[config.mk]
export PLATFORM = sky130hd
export DESIGN_NAME = aas_schedule
export DESIGN_NICKNAME = d
export VERILOG_FILES = /design/src/design/aas_pkg.sv /design/src/design/aas_schedule.sv
export SDC_FILE = /design/constraint.sdc
export NUM_CORES = 1
export LEC_CHECK = 0
export ABC_CLOCK_PERIOD_IN_PS = 14400
export BUFFER_PORTS_ARGS = -buffer_cell sky130_fd_sc_hd__buf_2
export CAP_MARGIN = 20
export CORE_ASPECT_RATIO = 1.5
export CORE_MARGIN = 3
export CORE_UTILIZATION = 29
export DETAILED_ROUTE_END_ITERATION = 12
export PLACE_DENSITY = 0.49
export SLEW_MARGIN = 0
export SYNTH_ARGS = -nofsm -noshare
export SYNTH_HDL_FRONTEND = slang
export SYNTH_SLANG_ARGS = --single-unit
[constraint.sdc]
create_clock -name clk -period 14.4 [get_ports clk]
set_clock_uncertainty 0.05 [all_clocks]
set_input_delay 1.44 -clock clk [delete_from_list [all_inputs] [get_ports clk]]
set_output_delay 1.44 -clock clk [all_outputs]
set_load 0.05 [all_outputs]
[src/design/aas_pkg.sv]
// Shared types, constants and the exponential table for the annealing acceptance block.
// Depends on nothing; every other file refers to it by scoped names.
`default_nettype none

package aas_pkg;

	localparam int MAX_POINTS      = 16;
	localparam int PIDX_W          = $clog2(MAX_POINTS);
	localparam int CNT_W           = $clog2(MAX_POINTS + 1);
	localparam int EXP_TABLE_DEPTH = 256;
	localparam int EXP_IDX_W       = $clog2(EXP_TABLE_DEPTH);

	localparam logic [63:0] LN2_Q32   = 64'd2977044472;
	localparam logic [31:0] LOG2E_Q16 = 32'd94548;
	localparam logic [32:0] ONE_Q32   = 33'h1_0000_0000;
	localparam int          X_W       = 22;
	localparam logic [X_W-1:0] X_SAT  = X_W'(32'd32 << 16);
	localparam int          STEP_W    = 7;
	localparam logic [STEP_W-1:0] INTERP_STEPS = STEP_W'(32);
	localparam logic [STEP_W-1:0] RATIO_STEPS  = STEP_W'(48);

	typedef enum logic [1:0] {
		KIND_CAND  = 2'd0,
		KIND_LOAD  = 2'd1,
		KIND_START = 2'd2,
		KIND_NOP   = 2'd3
	} kind_t;

	typedef enum logic {
		CFG_END_PROGRESS = 1'b0,
		CFG_STEP_COUNT   = 1'b1
	} cfg_reg_t;

	typedef enum logic [3:0] {
		ST_IDLE,
		ST_SEARCH,
		ST_MUL_I,
		ST_DIV_I_GO,
		ST_DIV_I_WAIT,
		ST_DELTA,
		ST_DIV_R_WAIT,
		ST_MUL_Y,
		ST_EXPO,
		ST_DECIDE,
		ST_FINISH
	} state_t;

	typedef struct packed {
		logic              start;
		logic [STEP_W-1:0] steps;
	} div_ctl_t;

	typedef struct packed {
		logic              we;
		logic [PIDX_W-1:0] idx;
		logic [31:0]       pbegin;
		logic [31:0]       ptemp;
	} sched_wr_t;

	typedef logic [32:0] exp_rom_t [EXP_TABLE_DEPTH];

	function automatic logic [32:0] exp_neg_q32(input logic [63:0] t);
		logic [63:0] sum;
		logic [63:0] term;
		sum  = 64'(ONE_Q32);
		term = 64'(ONE_Q32);
		for (int i = 1; i <= 24; i++) begin
			term = ((term * t) >> 32) / 64'(i);
			if ((i % 2) == 1) begin
				sum = (sum >= term) ? sum - term : 64'd0;
			end else begin
				sum = sum + term;
			end
		end
		return (sum > 64'(ONE_Q32)) ? ONE_Q32 : sum[32:0];
	endfunction

	function automatic exp_rom_t build_exp_rom();
		exp_rom_t rom;
		for (int k = 0; k < EXP_TABLE_DEPTH; k++) begin
			rom[k] = exp_neg_q32((64'(k) * LN2_Q32) / EXP_TABLE_DEPTH);
		end
		return rom;
	endfunction

	localparam exp_rom_t EXP_ROM = build_exp_rom();

endpackage

`default_nettype wire

[src/design/aas_schedule.sv]
// Temperature schedule store: begin progress and temperature of each point.
// Depends on aas_pkg for the write struct and the point count.
`default_nettype none

module aas_schedule (
	input  wire logic                        clk,
	input  wire aas_pkg::sched_wr_t          wr,
	input  wire logic [aas_pkg::PIDX_W-1:0]  rd_idx,
	output logic [31:0]                      rd_begin,
	output logic [31:0]                      rd_temp
);

	logic [31:0] begin_mem [aas_pkg::MAX_POINTS];
	logic [31:0] temp_mem  [aas_pkg::MAX_POINTS];

	always_ff @(posedge clk) begin
		if (wr.we) begin
			begin_mem[wr.idx] <= wr.pbegin;
			temp_mem[wr.idx]  <= wr.ptemp;
		end
	end

	assign rd_begin = begin_mem[rd_idx];
	assign rd_temp  = temp_mem[rd_idx];

endmodule

`default_nettype wire

==> results.toml <==
[global_routing]
antenna_found_initial = 30
grtUsageTotal = 0.139
first_global_vias = 18700
grt_pass1_wl_um = 136000
grt-ovfl-total = 0
grt_max_degree = 112

[sta]
worst_pin_slew_ns = 1.01
tns_ns = 0
hold_viol = 0
fin_crit_sh = 0.450
drv_slew = 0
maxSlewHeadroom = 0.327
rsz0062_at_grt = "false"
fmax_mhz = 154
period_needed_ns = 6.48
finalHoldWorstSlack_ns = 1.08
setup_viol_count_final = 0

[clocking]
hold_buffers = 0
cts-resized-gates = 0
cts_made_buffers = 90
cts_setup_buffers = 0
cts_root_buf = "clkbuf_16"
cts_tree = "done"
cts_buffer_depth = 3
ctsHtreeMaxLevel = 3
cts.sinks = 1024
clk_pin_slew_ns = 0.07

[finish]
fillers = 12200
layout_commonest_cell = "edfxtp_1"
drive_gt1_frac = 0.315
regArea_um2 = 30700
fin_area_um2 = 44100
layout_common_cells = "1024 x edfxtp_1, 256 x mux4_2, 135 x buf_2"
multi_input_area_um2 = 7230
nNetsFinal = 1842
area_growth_pct = 15.1

[routing]
drc = 0
wire_per_inst_um = 26.7
wirelength_um = 95300
drtPass1Iterations = 5
drtIter0Drc = 1537
ant_nets = 0
viasPerCell = 4.90
vias = 17500

[logic_synthesis]
syn_inst = 1583
synth_top_area_share = 0.803
ys_types = 17
ys_ff_latch = 1024
yosysTopAreaCell = "edfxtp_1"
synth_nets = 1657
synth.area.top_cells = "edfxtp_1 80%, mux4_2 15%, a22oi_1 2.5%"
syn_area_um2 = 38300
avgSynthCellArea_um2 = 24.2
ys_seq_area_frac = 0.803
ys_warn_count = 0

[power_and_ir_drop]
switchingPower_uw = 1350
swShare = 0.220
pwr-share-comb = 0.063
p_seq_frac = 0.547
p_leak_uw = 0.0136
intPower_uw = 4790
vdd_drop_max_mv = 0.0778
p_per_area_nw_per_um2 = 139
pwr-share-clk = 0.391

[floorplanning]
dieArea_um2 = 137000
fp.dieH_um = 451
die_x_um = 303
core_um2 = 131000
start_util = 0.293
ioPinCount = 138
rows = 162

[worst_setup_path]
critPathMaxStageDelay_ns = 0.90
start_kind = "input port"
crit_top_cell = "buf_4"
worst-path-buf-inv = 4
worst-path-max-fanout = 84
critPathKind = "input port to output pin"
crit_slowest_cell = "buf_4"
crit_family = "buffers and inverters"
required_ns = 12.91
end_kind = "output pin"
cp_cell_sequence = "buf_8, buf_4, buf_4, mux4_2, a22oi_1, nand2_1, buf_2"
arrival_ns = 4.99

[place]
placed_area_um2 = 41100
portBuffers = 137
gp_congestion = 0.677
dpl.hpwl_um = 46700

[run]
drv_cap = 0

[hold_path]
hp-class = "input port to register"

[status]
status = "complete, no violations"
==> through the flow <==
stage | utilization | worst slack (ns) | instances | total power, uW
3_5_place_dp | 0.315 | 7.58 | 3397 | 3810
5_1_grt | 0.338 | 7.50 | 3563 | 6350
6_report | 0.338 | 7.92 | 3574 | 6130
2_1_floorplan | - | 7.48 | 1583 | 3660
3_3_place_gp | 0.315 | 7.61 | 3397 | 3800
4_1_cts | 0.337 | 7.58 | 3558 | 6220
==> final timing paths <==
path / endpoint / cells after the start / from
setup / recovery: rd_begin[22] / 7 / rd_idx[1]
hold / removal: begin_mem[10][3] / 1 / wr[35]
==> cell usage after synthesis, drive strengths merged <==
cell type	number
buf	45
nand3	1
nor3	4
nor2b	2
nand2b	2
nor2	13
nand3b	2
and2	1
or3b	1
edfxtp	1024
a22oi	128
mux4	256
nand2	65
clkbuf	39
==> cells by family (layout without fill, tap and decap cells) <==
group | count (synthesis) | in the layout | synth area share
flops | 1024 | 1024 | 0.803
mux | 256 | 256 | 0.151
compound gates | 128 | 128 | 0.0251
simple gates | 91 | 91 | 0.00974
buf+inv | 84 | 338 | 0.0116
other cells | 0 | 15 | 0
==> final cells by class <==
cell class,instances,share of cell area
Multi-Input combinational cell,475,0.164
Tap cell,1722,0.0489
Timing Repair Buffer,177,0.0236
Clock inverter,57,0.0125
Antenna cell,15,0.000851
Sequential cell,1024,0.697
Clock buffer,104,0.0528
==> registers in the layout, summed over array words and instances, names as in the netlist <==
name,cells
begin_mem,512
temp_mem,512
==> power by group through the flow <==
stage                     clock network [uW]  registers, uW  logic (uW)
after floorplan                            0           3420         246
after global placement                     0           3410         387
after detailed placement                   0           3420         394
after CTS                               2470           3350         394
after global routing                    2580           3350         412
final                                   2400           3350         384
==> per-layer routing <==
| metal | GRT usage | part of all wire |
|---|---|---|
| met5 | 0 | 0.0010 |
| met4 | 0.0464 | 0.026 |
| met3 | 0.0282 | 0.058 |
| met2 | 0.235 | 0.51 |
| met1 | 0.179 | 0.41 |
Note: power is estimated with default switching activity, not from simulation.
