--- config.mk ---
export PLATFORM = sky130hd
export DESIGN_NAME = aas_divider
export DESIGN_NICKNAME = d
export VERILOG_FILES = /design/src/design/aas_pkg.sv /design/src/design/aas_divider.sv
export SDC_FILE = /design/constraint.sdc
export NUM_CORES = 1
export LEC_CHECK = 0
export ABC_AREA = 1
export BUFFER_PORTS_ARGS = -buffer_cell sky130_fd_sc_hd__buf_2
export CAP_MARGIN = 10
export CORE_ASPECT_RATIO = 1.4
export CORE_MARGIN = 1
export CORE_UTILIZATION = 55
export DETAILED_ROUTE_END_ITERATION = 8
export GPL_TIMING_DRIVEN = 0
export PLACE_DENSITY = 0.87
export SLEW_MARGIN = 10
export SYNTH_ARGS = -nofsm -noshare
export SYNTH_HDL_FRONTEND = slang
export SYNTH_SLANG_ARGS = --single-unit
--- constraint.sdc ---
create_clock -name clk -period 8 [get_ports clk]
set_input_delay 1.2 -clock clk [delete_from_list [all_inputs] [get_ports clk]]
set_output_delay 1.2 -clock clk [all_outputs]
set_load 0.01 [all_outputs]
--- src/design/aas_pkg.sv ---
// Shared types, constants and the exponential table for the annealing acceptance block.
// Depends on nothing; every other file refers to it by scoped names.
`default_nettype none

package aas_pkg;

	localparam int MAX_POINTS      = 16;
	localparam int PIDX_W          = $clog2(MAX_POINTS);
	localparam int CNT_W           = $clog2(MAX_POINTS + 1);
	localparam int EXP_TABLE_DEPTH = 256;
	localparam int EXP_IDX_W       = $clog2(EXP_TABLE_DEPTH);

	localparam logic [63:0] LN2_Q32   = 64'd2977044472;
	localparam logic [31:0] LOG2E_Q16 = 32'd94548;
	localparam logic [32:0] ONE_Q32   = 33'h1_0000_0000;
	localparam int          X_W       = 22;
	localparam logic [X_W-1:0] X_SAT  = X_W'(32'd32 << 16);
	localparam int          STEP_W    = 7;
	localparam logic [STEP_W-1:0] INTERP_STEPS = STEP_W'(32);
	localparam logic [STEP_W-1:0] RATIO_STEPS  = STEP_W'(48);

	typedef enum logic [1:0] {
		KIND_CAND  = 2'd0,
		KIND_LOAD  = 2'd1,
		KIND_START = 2'd2,
		KIND_NOP   = 2'd3
	} kind_t;

	typedef enum logic {
		CFG_END_PROGRESS = 1'b0,
		CFG_STEP_COUNT   = 1'b1
	} cfg_reg_t;

	typedef enum logic [3:0] {
		ST_IDLE,
		ST_SEARCH,
		ST_MUL_I,
		ST_DIV_I_GO,
		ST_DIV_I_WAIT,
		ST_DELTA,
		ST_DIV_R_WAIT,
		ST_MUL_Y,
		ST_EXPO,
		ST_DECIDE,
		ST_FINISH
	} state_t;

	typedef struct packed {
		logic              start;
		logic [STEP_W-1:0] steps;
	} div_ctl_t;

	typedef struct packed {
		logic              we;
		logic [PIDX_W-1:0] idx;
		logic [31:0]       pbegin;
		logic [31:0]       ptemp;
	} sched_wr_t;

	typedef logic [32:0] exp_rom_t [EXP_TABLE_DEPTH];

	function automatic logic [32:0] exp_neg_q32(input logic [63:0] t);
		logic [63:0] sum;
		logic [63:0] term;
		sum  = 64'(ONE_Q32);
		term = 64'(ONE_Q32);
		for (int i = 1; i <= 24; i++) begin
			term = ((term * t) >> 32) / 64'(i);
			if ((i % 2) == 1) begin
				sum = (sum >= term) ? sum - term : 64'd0;
			end else begin
				sum = sum + term;
			end
		end
		return (sum > 64'(ONE_Q32)) ? ONE_Q32 : sum[32:0];
	endfunction

	function automatic exp_rom_t build_exp_rom();
		exp_rom_t rom;
		for (int k = 0; k < EXP_TABLE_DEPTH; k++) begin
			rom[k] = exp_neg_q32((64'(k) * LN2_Q32) / EXP_TABLE_DEPTH);
		end
		return rom;
	endfunction

	localparam exp_rom_t EXP_ROM = build_exp_rom();

endpackage

`default_nettype wire

--- src/design/aas_divider.sv ---
// Restoring divider, one quotient bit per cycle, shared by interpolation and ratio.
// Depends on aas_pkg for the control struct.
`default_nettype none

module aas_divider (
	input  wire logic                clk,
	input  wire logic                arst_n,
	input  wire aas_pkg::div_ctl_t   ctl,
	input  wire logic [31:0]         rem_init,
	input  wire logic [63:0]         dividend,
	input  wire logic [31:0]         divisor,
	output logic                     done,
	output logic [63:0]              quotient
);

	logic [31:0]                  rem_q;
	logic [63:0]                  quo_q;
	logic [31:0]                  div_q;
	logic [aas_pkg::STEP_W-1:0]   cnt_q;
	logic                         busy_q;
	logic                         done_q;
	logic [32:0]                  trial;
	logic                         fits;

	assign trial = {rem_q, quo_q[63]};
	assign fits  = trial >= {1'b0, div_q};

	always_ff @(posedge clk or negedge arst_n) begin
		if (!arst_n) begin
			busy_q <= 1'b0;
			done_q <= 1'b0;
			cnt_q  <= '0;
		end else begin
			done_q <= 1'b0;
			if (ctl.start) begin
				busy_q <= 1'b1;
				cnt_q  <= ctl.steps;
			end else if (busy_q) begin
				cnt_q <= cnt_q - 1'b1;
				if (cnt_q == aas_pkg::STEP_W'(1)) begin
					busy_q <= 1'b0;
					done_q <= 1'b1;
				end
			end
		end
	end

	always_ff @(posedge clk) begin
		if (ctl.start) begin
			rem_q <= rem_init;
			quo_q <= dividend;
			div_q <= divisor;
		end else if (busy_q) begin
			rem_q <= fits ? 32'(trial - {1'b0, div_q}) : trial[31:0];
			quo_q <= {quo_q[62:0], fits};
		end
	end

	assign done     = done_q;
	assign quotient = quo_q;

endmodule

`default_nettype wire

==> flow_summary.yaml, run 1 <==
placed_design:
  port-buffer-count: 202
  detailedPlace.worstSlack_ns: 4.31
  gp_congestion: 0.971
  post-place-cells: 1538
  half_perimeter_wire_length_after_detailed_placement_um: 19400
yosys:
  yosys_warnings: 0
  synth_top_flop_cell: "sky130_fd_sc_hd__edfxtp_1"
  asyncSetResetFlopFracSynth_pct: 6.57
  synth_area_per_cell_um2: 7.67
  synth.net_count: 1312
  synth_cells: 1139
  netlist-cell-type-count: 40
  synth-edff-count: 128
  synth.yosys.seq_area_share_pct: 46.6
  synth-seq-cells: 137
  netlist_area_mm2: 0.00874
worst_setup_path:
  critical_path_buf_inv_count: 4
  crit_path_cell_trace: "buf_2 > clkbuf_1 > nor2_1 > inv_4 > buf_12"
  setup.worst_path.end_class: "register"
  start_kind: "input port"
  cp_slowest_stage_delay_ns: 0.65
  worst_r2r_startpoint: "quotient[63]"
  path_class: "input port to register"
  worstPathRequired_ns: 8.11
  reg2reg_to: "rem_q[28]"
  timing.critical_path.depth: 5
  timing.reg2reg.worst_path_depth: 16
  regToRegSetupSlack_ns: 5.20
  critPathSlowestCell: "sky130_fd_sc_hd__buf_2"
  crit_path_max_fanout: 62
  cpLargestDelayFamily: "buffers and inverters"
  cp_data_arrival_time_ns: 3.36
worst_hold_path:
  hp-class: "register to register"
  worst_hold_startpoint: "quotient[51]"
  worst_hold_path.endpoint: "quotient[52]"
  timing.hold.worst_path_depth: 2
final_layout:
  mostFrequentLayoutCell: "sky130_fd_sc_hd__nand2_1"
  design.final.nets: 1534
  drive_gt1_share_pct: 20.5
  post_layout_nonfiller_instances: 1570
  antennaDiodeCount: 0
  layout_common_cells: "sky130_fd_sc_hd__nand2_1, sky130_fd_sc_hd__buf_2, sky130_fd_sc_hd__inv_1"
  finish.utilization_pct: 68.1
  syn_to_layout_area_delta_pct: 21.1
timing:
  rsz0062_at_grt: "no"
  postLayoutSetupSlackWorst_ns: 4.75
  final_critical_path_required_period_ns: 3.25
  finalCritPeriodShare_pct: 40.6
  final_setup_violations: 0
  clock_skew_ns: 0.0104
  worst_slew_pin_slew_ns: 0.852
  max_slew_violation_count: 0
  headroom_to_the_max_slew_limit_pct: 43.2
  final_hold_viol_count: 0
  finalSetupTns_ns: 0
  achievable-frequency_mhz: 308
clocking:
  post_cts.repair.setup_buffers: 0
  cts_repair_resize_count: 0
  cts.sink_count: 137
  clock_path_buffers: 2
  clk_latency_ns: 0.43
  ctsHoldBuffers: 0
  clock_tree.root_cell: "sky130_fd_sc_hd__clkbuf_16"
  cts_tree: "built"
  cts_htree_levels: 4
  clk_pin_slew_ns: 0.07
  cts_made_buffers: 17
power:
  design_power_total_mw: 3.42
  vdd.ir_drop.worst_uv: 185
  clock_power_share_pct: 22.6
  combPwrFrac_pct: 47.1
  cellLeakagePower_nw: 5.71
  power_density_mw_per_mm2: 323
  p_int_mw: 1.96
  power_switching_share_pct: 42.5
  total_switching_power_mw: 1.45
  sequential_group_share_of_total_power_pct: 30.3
die:
  die_area_mm2: 0.0164
  boundaryPins: 203
  std_cell_rows: 54
  design.core.area_mm2: 0.0155
  initial_utilization_pct: 56.2
  die_h_um: 151
  die_x_um: 109
grt:
  number_of_global_route_vias_before_repair: 8256
  global_route.usage.total_pct: 32.2
  grt_max_degree: 63
  antenna_found_initial: 0
  globalRoute.totalOverflow: 0
  grt_pass1_wl_um: 39300
flow_run:
  drv_cap: 0
drt:
  drc: 0
  avgRoutedWirePerCell_um: 16.1
  antenna_left: 0
  wl_um: 25200
  routed_via_density: 5.18
  drt-initial-drc-count: 455
  drt-pass1-iter-count: 5
  route.vias.total: 8133
outcome:
  run_status: "finished clean"
==> metal layers <==
layer	up-vias	track usage [%]	part of all wire [%]
met3	72	6.76	6.5
met2	328	59.0	53
li1	4029	-	-
met1	3704	34.2	37
met4	0	16.6	4.2
met5	-	0	0
==> sequential cells by signal (all words and copies together) (netlist names) <==
name	count
busy_q	1
div_q	32
quotient	64
cnt_q	7
done	1
rem_q	32
==> per-stage QoR <==
step                      area (µm²)  hold WS, ns
after CTS                      10600        0.541
after global routing           10600        0.568
after floorplan                 8740        0.495
final                          10600        0.540
after global placement          9990        0.511
after detailed placement       10000        0.522
==> synth_stat cells, types with 12 or more instances <==
master                     instances  area share, %
sky130_fd_sc_hd__inv_1           166            7.1
sky130_fd_sc_hd__clkbuf_1         17           0.73
sky130_fd_sc_hd__nand2_1         529             23
sky130_fd_sc_hd__edfxtp_1        128             44
sky130_fd_sc_hd__nor2_1           44            1.9
sky130_fd_sc_hd__xnor2_1          15            1.5
sky130_fd_sc_hd__nand4_1          12           0.86
sky130_fd_sc_hd__a21oi_1          15           0.86
sky130_fd_sc_hd__ha_1             34            4.9
sky130_fd_sc_hd__nand3b_1         26            2.2
sky130_fd_sc_hd__nand3_1          70            4.0
==> power groups by stage <==
stage / combinational [mW] / clock, mW / sequential [mW]
final: 1.61 / 0.772 / 1.04
after global routing: 1.80 / 0.802 / 1.05
after detailed placement: 1.58 / 0 / 1.05
after global placement: 1.56 / 0 / 1.04
after CTS: 1.60 / 0.772 / 1.03
after floorplan: 1.15 / 0 / 1.04
==> how the worst max path moves through the flow <==
| stage | start | slack, ns | to |
|---|---|---|---|
| 6_report | ctl[7] | 4.75 | rem_q[16] |
| 5_1_grt | ctl[7] | 4.56 | rem_q[16] |
| 4_1_cts | ctl[7] | 4.74 | rem_q[15] |
| 3_5_place_dp | ctl[7] | 4.31 | rem_q[16] |
| 3_3_place_gp | ctl[7] | 2.39 | cnt_q[1] |
| 2_1_floorplan | ctl[7] | 4.10 | quotient[0] |
==> cell families after synthesis <==
group	count (synthesis)	synth area share, %
xor gates and xnor gates	18	1.80
adders and majority gates	35	5.10
buffers and inverters	202	9.45
AOI/OAI and AO/OA	32	2.28
and+or+nand+nor	715	34.8
DFF	137	46.6
==> tightest hold or removal path, stage by stage, from the launching register on <==
cell	delay, ns
sky130_fd_sc_hd__edfxtp_1	0.34
sky130_fd_sc_hd__nand2_1	0.05
sky130_fd_sc_hd__nand2_1	0.04
==> layout make-up <==
type / instances / area, µm²
buffer: 31 / 184
clock buffer: 18 / 439
clock inverter: 14 / 128
fill: 1276 / 4960
inverter: 171 / 644
multi-input combinational: 800 / 3840
sequential: 137 / 4070
tap: 196 / 245
timing repair buffer: 203 / 1030
Note: power is estimated with default switching activity, not from simulation.
==> run 2, diff against run 1 <==
--- a/config.mk
+++ b/config.mk
@@ -5,15 +5,15 @@
 export SDC_FILE = /design/constraint.sdc
 export NUM_CORES = 1
 export LEC_CHECK = 0
-export ABC_AREA = 1
+export ABC_AREA = 0
 export BUFFER_PORTS_ARGS = -buffer_cell sky130_fd_sc_hd__buf_2
 export CAP_MARGIN = 10
 export CORE_ASPECT_RATIO = 1.4
 export CORE_MARGIN = 1
-export CORE_UTILIZATION = 55
+export CORE_UTILIZATION = 48
 export DETAILED_ROUTE_END_ITERATION = 8
 export GPL_TIMING_DRIVEN = 0
-export PLACE_DENSITY = 0.87
+export PLACE_DENSITY = 0.83
 export SLEW_MARGIN = 10
 export SYNTH_ARGS = -nofsm -noshare
 export SYNTH_HDL_FRONTEND = slang
==> constraint.sdc (replaced) <==
create_clock -name clk -period 2.65 [get_ports clk]
set_input_delay 0.3975 -clock clk [delete_from_list [all_inputs] [get_ports clk]]
set_output_delay 0.3975 -clock clk [all_outputs]
set_load 0.01 [all_outputs]
==> flow_summary.yaml, run 2 <==
worst_setup_path:
  cp_slowest_stage_delay_ns: 0.53
  regToRegSetupSlack_ns: -0.51
  worstPathRequired_ns: 2.83
  worst_r2r_startpoint: "rem_q[9]"
  critical_path_buf_inv_count: 0
  reg2reg_to: "rem_q[28]"
  setup.worst_path.end_class: "register"
  critPathSlowestCell: "sky130_fd_sc_hd__or4b_4"
  crit_path_cell_trace: "ha_4 > nand2_4 > or3_4 > or4b_4 > a21oi_4 > nor2_4 > o31ai_4 > mux2i_1 > a31o_1 > a2bb2oi_2"
  path_class: "register to register"
  cp_data_arrival_time_ns: 3.34
  timing.reg2reg.worst_path_depth: 10
  cpLargestDelayFamily: "simple AND/OR/NAND/NOR gates"
  start_kind: "register"
  crit_path_max_fanout: 4
timing:
  final_critical_path_required_period_ns: 3.16
  clock_skew_ns: 0.0121
  holdWs_ns: 0.137
  worst_slew_pin_slew_ns: 0.955
  max_slew_violation_count: 0
  finalCritPeriodShare_pct: 119
  headroom_to_the_max_slew_limit_pct: 36.3
  rsz0062_at_grt: "yes"
  finalSetupTns_ns: -11.06
  final_hold_viol_count: 0
  achievable-frequency_mhz: 317
  postLayoutSetupSlackWorst_ns: -0.507
  final_setup_violations: 33
yosys:
  netlist_area_mm2: 0.00759
  synth_cells: 640
  synth-seq-cells: 137
  synth_largest_area_cell: "sky130_fd_sc_hd__edfxtp_1"
  synthSimpleGateAreaFrac_pct: 9.62
  post-synth-top-area-fraction_pct: 50.6
  yosys.cell_count.top_type: "sky130_fd_sc_hd__edfxtp_1"
  synth_top_family_by_area: "compound AO/OA/AOI/OAI gates"
  synth_top_cells_by_count: "sky130_fd_sc_hd__edfxtp_1, sky130_fd_sc_hd__mux2_2, sky130_fd_sc_hd__nand2_1"
  asyncSetResetFlopFracSynth_pct: 6.57
  synth_fa_ha_area_share_pct: 5.87
  synth.net_count: 813
  yosys_warnings: 0
  netlist-cell-type-count: 57
  area_fraction_in_compound_gates_after_synthesis_pct: 12.9
  muxShareOfSynthArea_pct: 11.0
  synth_top_flop_cell: "sky130_fd_sc_hd__edfxtp_1"
  synth.yosys.seq_area_share_pct: 53.6
  synth_area_per_cell_um2: 11.9
  synth_area_leaders: "sky130_fd_sc_hd__edfxtp_1, sky130_fd_sc_hd__mux2_2, sky130_fd_sc_hd__ha_1"
  synth-edff-count: 128
  yosys.area_share.xor_xnor_pct: 3.69
final_layout:
  syn_to_layout_area_delta_pct: 43.2
  mostFrequentLayoutCell: "sky130_fd_sc_hd__buf_2"
  drive_gt1_share_pct: 50.1
  fin_area_mm2: 0.0109
  largest_reg_flops: 64
  design.final.nets: 1094
  finish.utilization_pct: 70.0
  layout_common_cells: "sky130_fd_sc_hd__buf_2, sky130_fd_sc_hd__edfxtp_1, sky130_fd_sc_hd__mux2_2"
  post_layout_nonfiller_instances: 1131
drt:
  met1_layer_wirelength_in_the_final_routing_um: 8200
  routed_via_density: 5.99
  drt-initial-drc-count: 440
  drc: 0
  avgRoutedWirePerCell_um: 21.4
  wl_um: 24200
  drt-pass1-iter-count: 6
  antenna_left: 0
  met3_wirelength_um: 2210
  route.vias.total: 6777
  topRoutingLayerUsed: "met4"
  met2_routed_length_um: 12300
clocking:
  clk_latency_ns: 0.43
  cts_htree_levels: 4
  cts_made_buffers: 17
  clock_tree.root_cell: "sky130_fd_sc_hd__clkbuf_16"
  cts_tree: "built"
  clock_path_buffers: 2
  clk_pin_slew_ns: 0.07
  cts.sink_count: 137
grt:
  global_route.usage.total_pct: 27.8
  grt_max_degree: 34
  antenna_found_initial: 1
  globalRoute.totalOverflow: 0
  number_of_global_route_vias_before_repair: 6815
  grt_pass1_wl_um: 33700
outcome:
  run_status: "finished, violations left"
  violations: "negative setup slack"
placed_design:
  gp_congestion: 0.936
  port-buffer-count: 202
  half_perimeter_wire_length_after_detailed_placement_um: 15000
  detailedPlace.worstSlack_ns: -0.648
  post-place-cells: 1040
  placed_instance_area_mm2: 0.00911
power:
  sequential_group_share_of_total_power_pct: 27.5
  design_power_total_mw: 11.9
  combPwrFrac_pct: 53.4
  power_density_mw_per_mm2: 1100
  power_switching_share_pct: 38.8
  p_int_mw: 7.29
  cellLeakagePower_nw: 4.54
  clock_power_share_pct: 19.1
  vdd.ir_drop.worst_uv: 599
  total_switching_power_mw: 4.62
worst_hold_path:
  worst_hold_startpoint: "divisor[28]"
  hp-class: "input port to register"
  worst_hold_path.endpoint: "div_q[28]"
  timing.hold.worst_path_depth: 1
die:
  die_x_um: 108
  initial_utilization_pct: 48.9
  design.core.area_mm2: 0.0155
  die_area_mm2: 0.0163
  std_cell_rows: 54
  die_h_um: 151
  boundaryPins: 203
flow_run:
  drv_cap: 0
-- run 2: cell count changes after synthesis, moves of 11 or more --
cell,previous run,this run
sky130_fd_sc_hd__a21o_1,1,13
sky130_fd_sc_hd__a21oi_1,15,38
sky130_fd_sc_hd__inv_1,166,39
sky130_fd_sc_hd__mux2_2,0,65
sky130_fd_sc_hd__nand2_1,529,59
sky130_fd_sc_hd__nand3_1,70,27
sky130_fd_sc_hd__nand3b_1,26,0
sky130_fd_sc_hd__nor2_1,44,28
sky130_fd_sc_hd__o21ai_0,3,23
sky130_fd_sc_hd__o311ai_1,0,18
sky130_fd_sc_hd__xor2_1,3,14
-- run 2: logic make-up after synthesis --
group | count (synthesis)
xor gates and xnor gates | 32
and+or+nand+nor | 154
muxes | 75
buffers and inverters | 66
adders and majority gates | 35
DFF | 137
AOI/OAI and AO/OA | 141
-- run 2: area by class of cell --
type | instances | area (µm²)
Timing Repair Buffer | 262 | 1620
Clock inverter | 14 | 125
Fill cell | 1068 | 4670
Clock buffer | 18 | 429
Multi-Input combinational cell | 437 | 4020
Sequential cell | 137 | 4070
Buffer | 26 | 211
Antenna cell | 1 | 2.50
Inverter | 40 | 154
Tap cell | 196 | 245
-- run 2: per-layer routing --
| layer | vias to the layer above | GRT usage (%) |
|---|---|---|
| met5 | - | 0 |
| met4 | 0 | 15.9 |
| met3 | 140 | 7.75 |
| met2 | 444 | 49.8 |
| met1 | 3233 | 29.0 |
| li1 | 2960 | - |
-- run 2: timing repair --
action | CTS | global route
gates cloned | 3 | 2
endpoints found under the hold margin | 9 | 0
setup endpoints to repair | 33 | 91
pin swaps | 29 | 37
resized for setup | 83 | 49
setup buffers | 36 | 17
hold buffers | 1 | 0
-- run 2: how the worst max path moves through the flow --
stage / cells past startpoint / end / from
3_3_place_gp: 6 / quotient[44] / ctl[7]
5_1_grt: 11 / rem_q[31] / div_q[5]
4_1_cts: 13 / rem_q[22] / quotient[63]
3_5_place_dp: 11 / rem_q[18] / rem_q[23]
6_report: 10 / rem_q[28] / rem_q[9]
2_1_floorplan: 10 / rem_q[28] / rem_q[8]
-- run 2: power groups by stage --
stage / clock network [mW] / logic (mW) / registers [mW]
2_1_floorplan: 0 / 3.02 / 3.24
3_3_place_gp: 0 / 3.94 / 3.23
3_5_place_dp: 0 / 4.04 / 3.24
4_1_cts: 2.28 / 5.24 / 3.24
5_1_grt: 2.36 / 6.67 / 3.31
6_report: 2.27 / 6.36 / 3.27
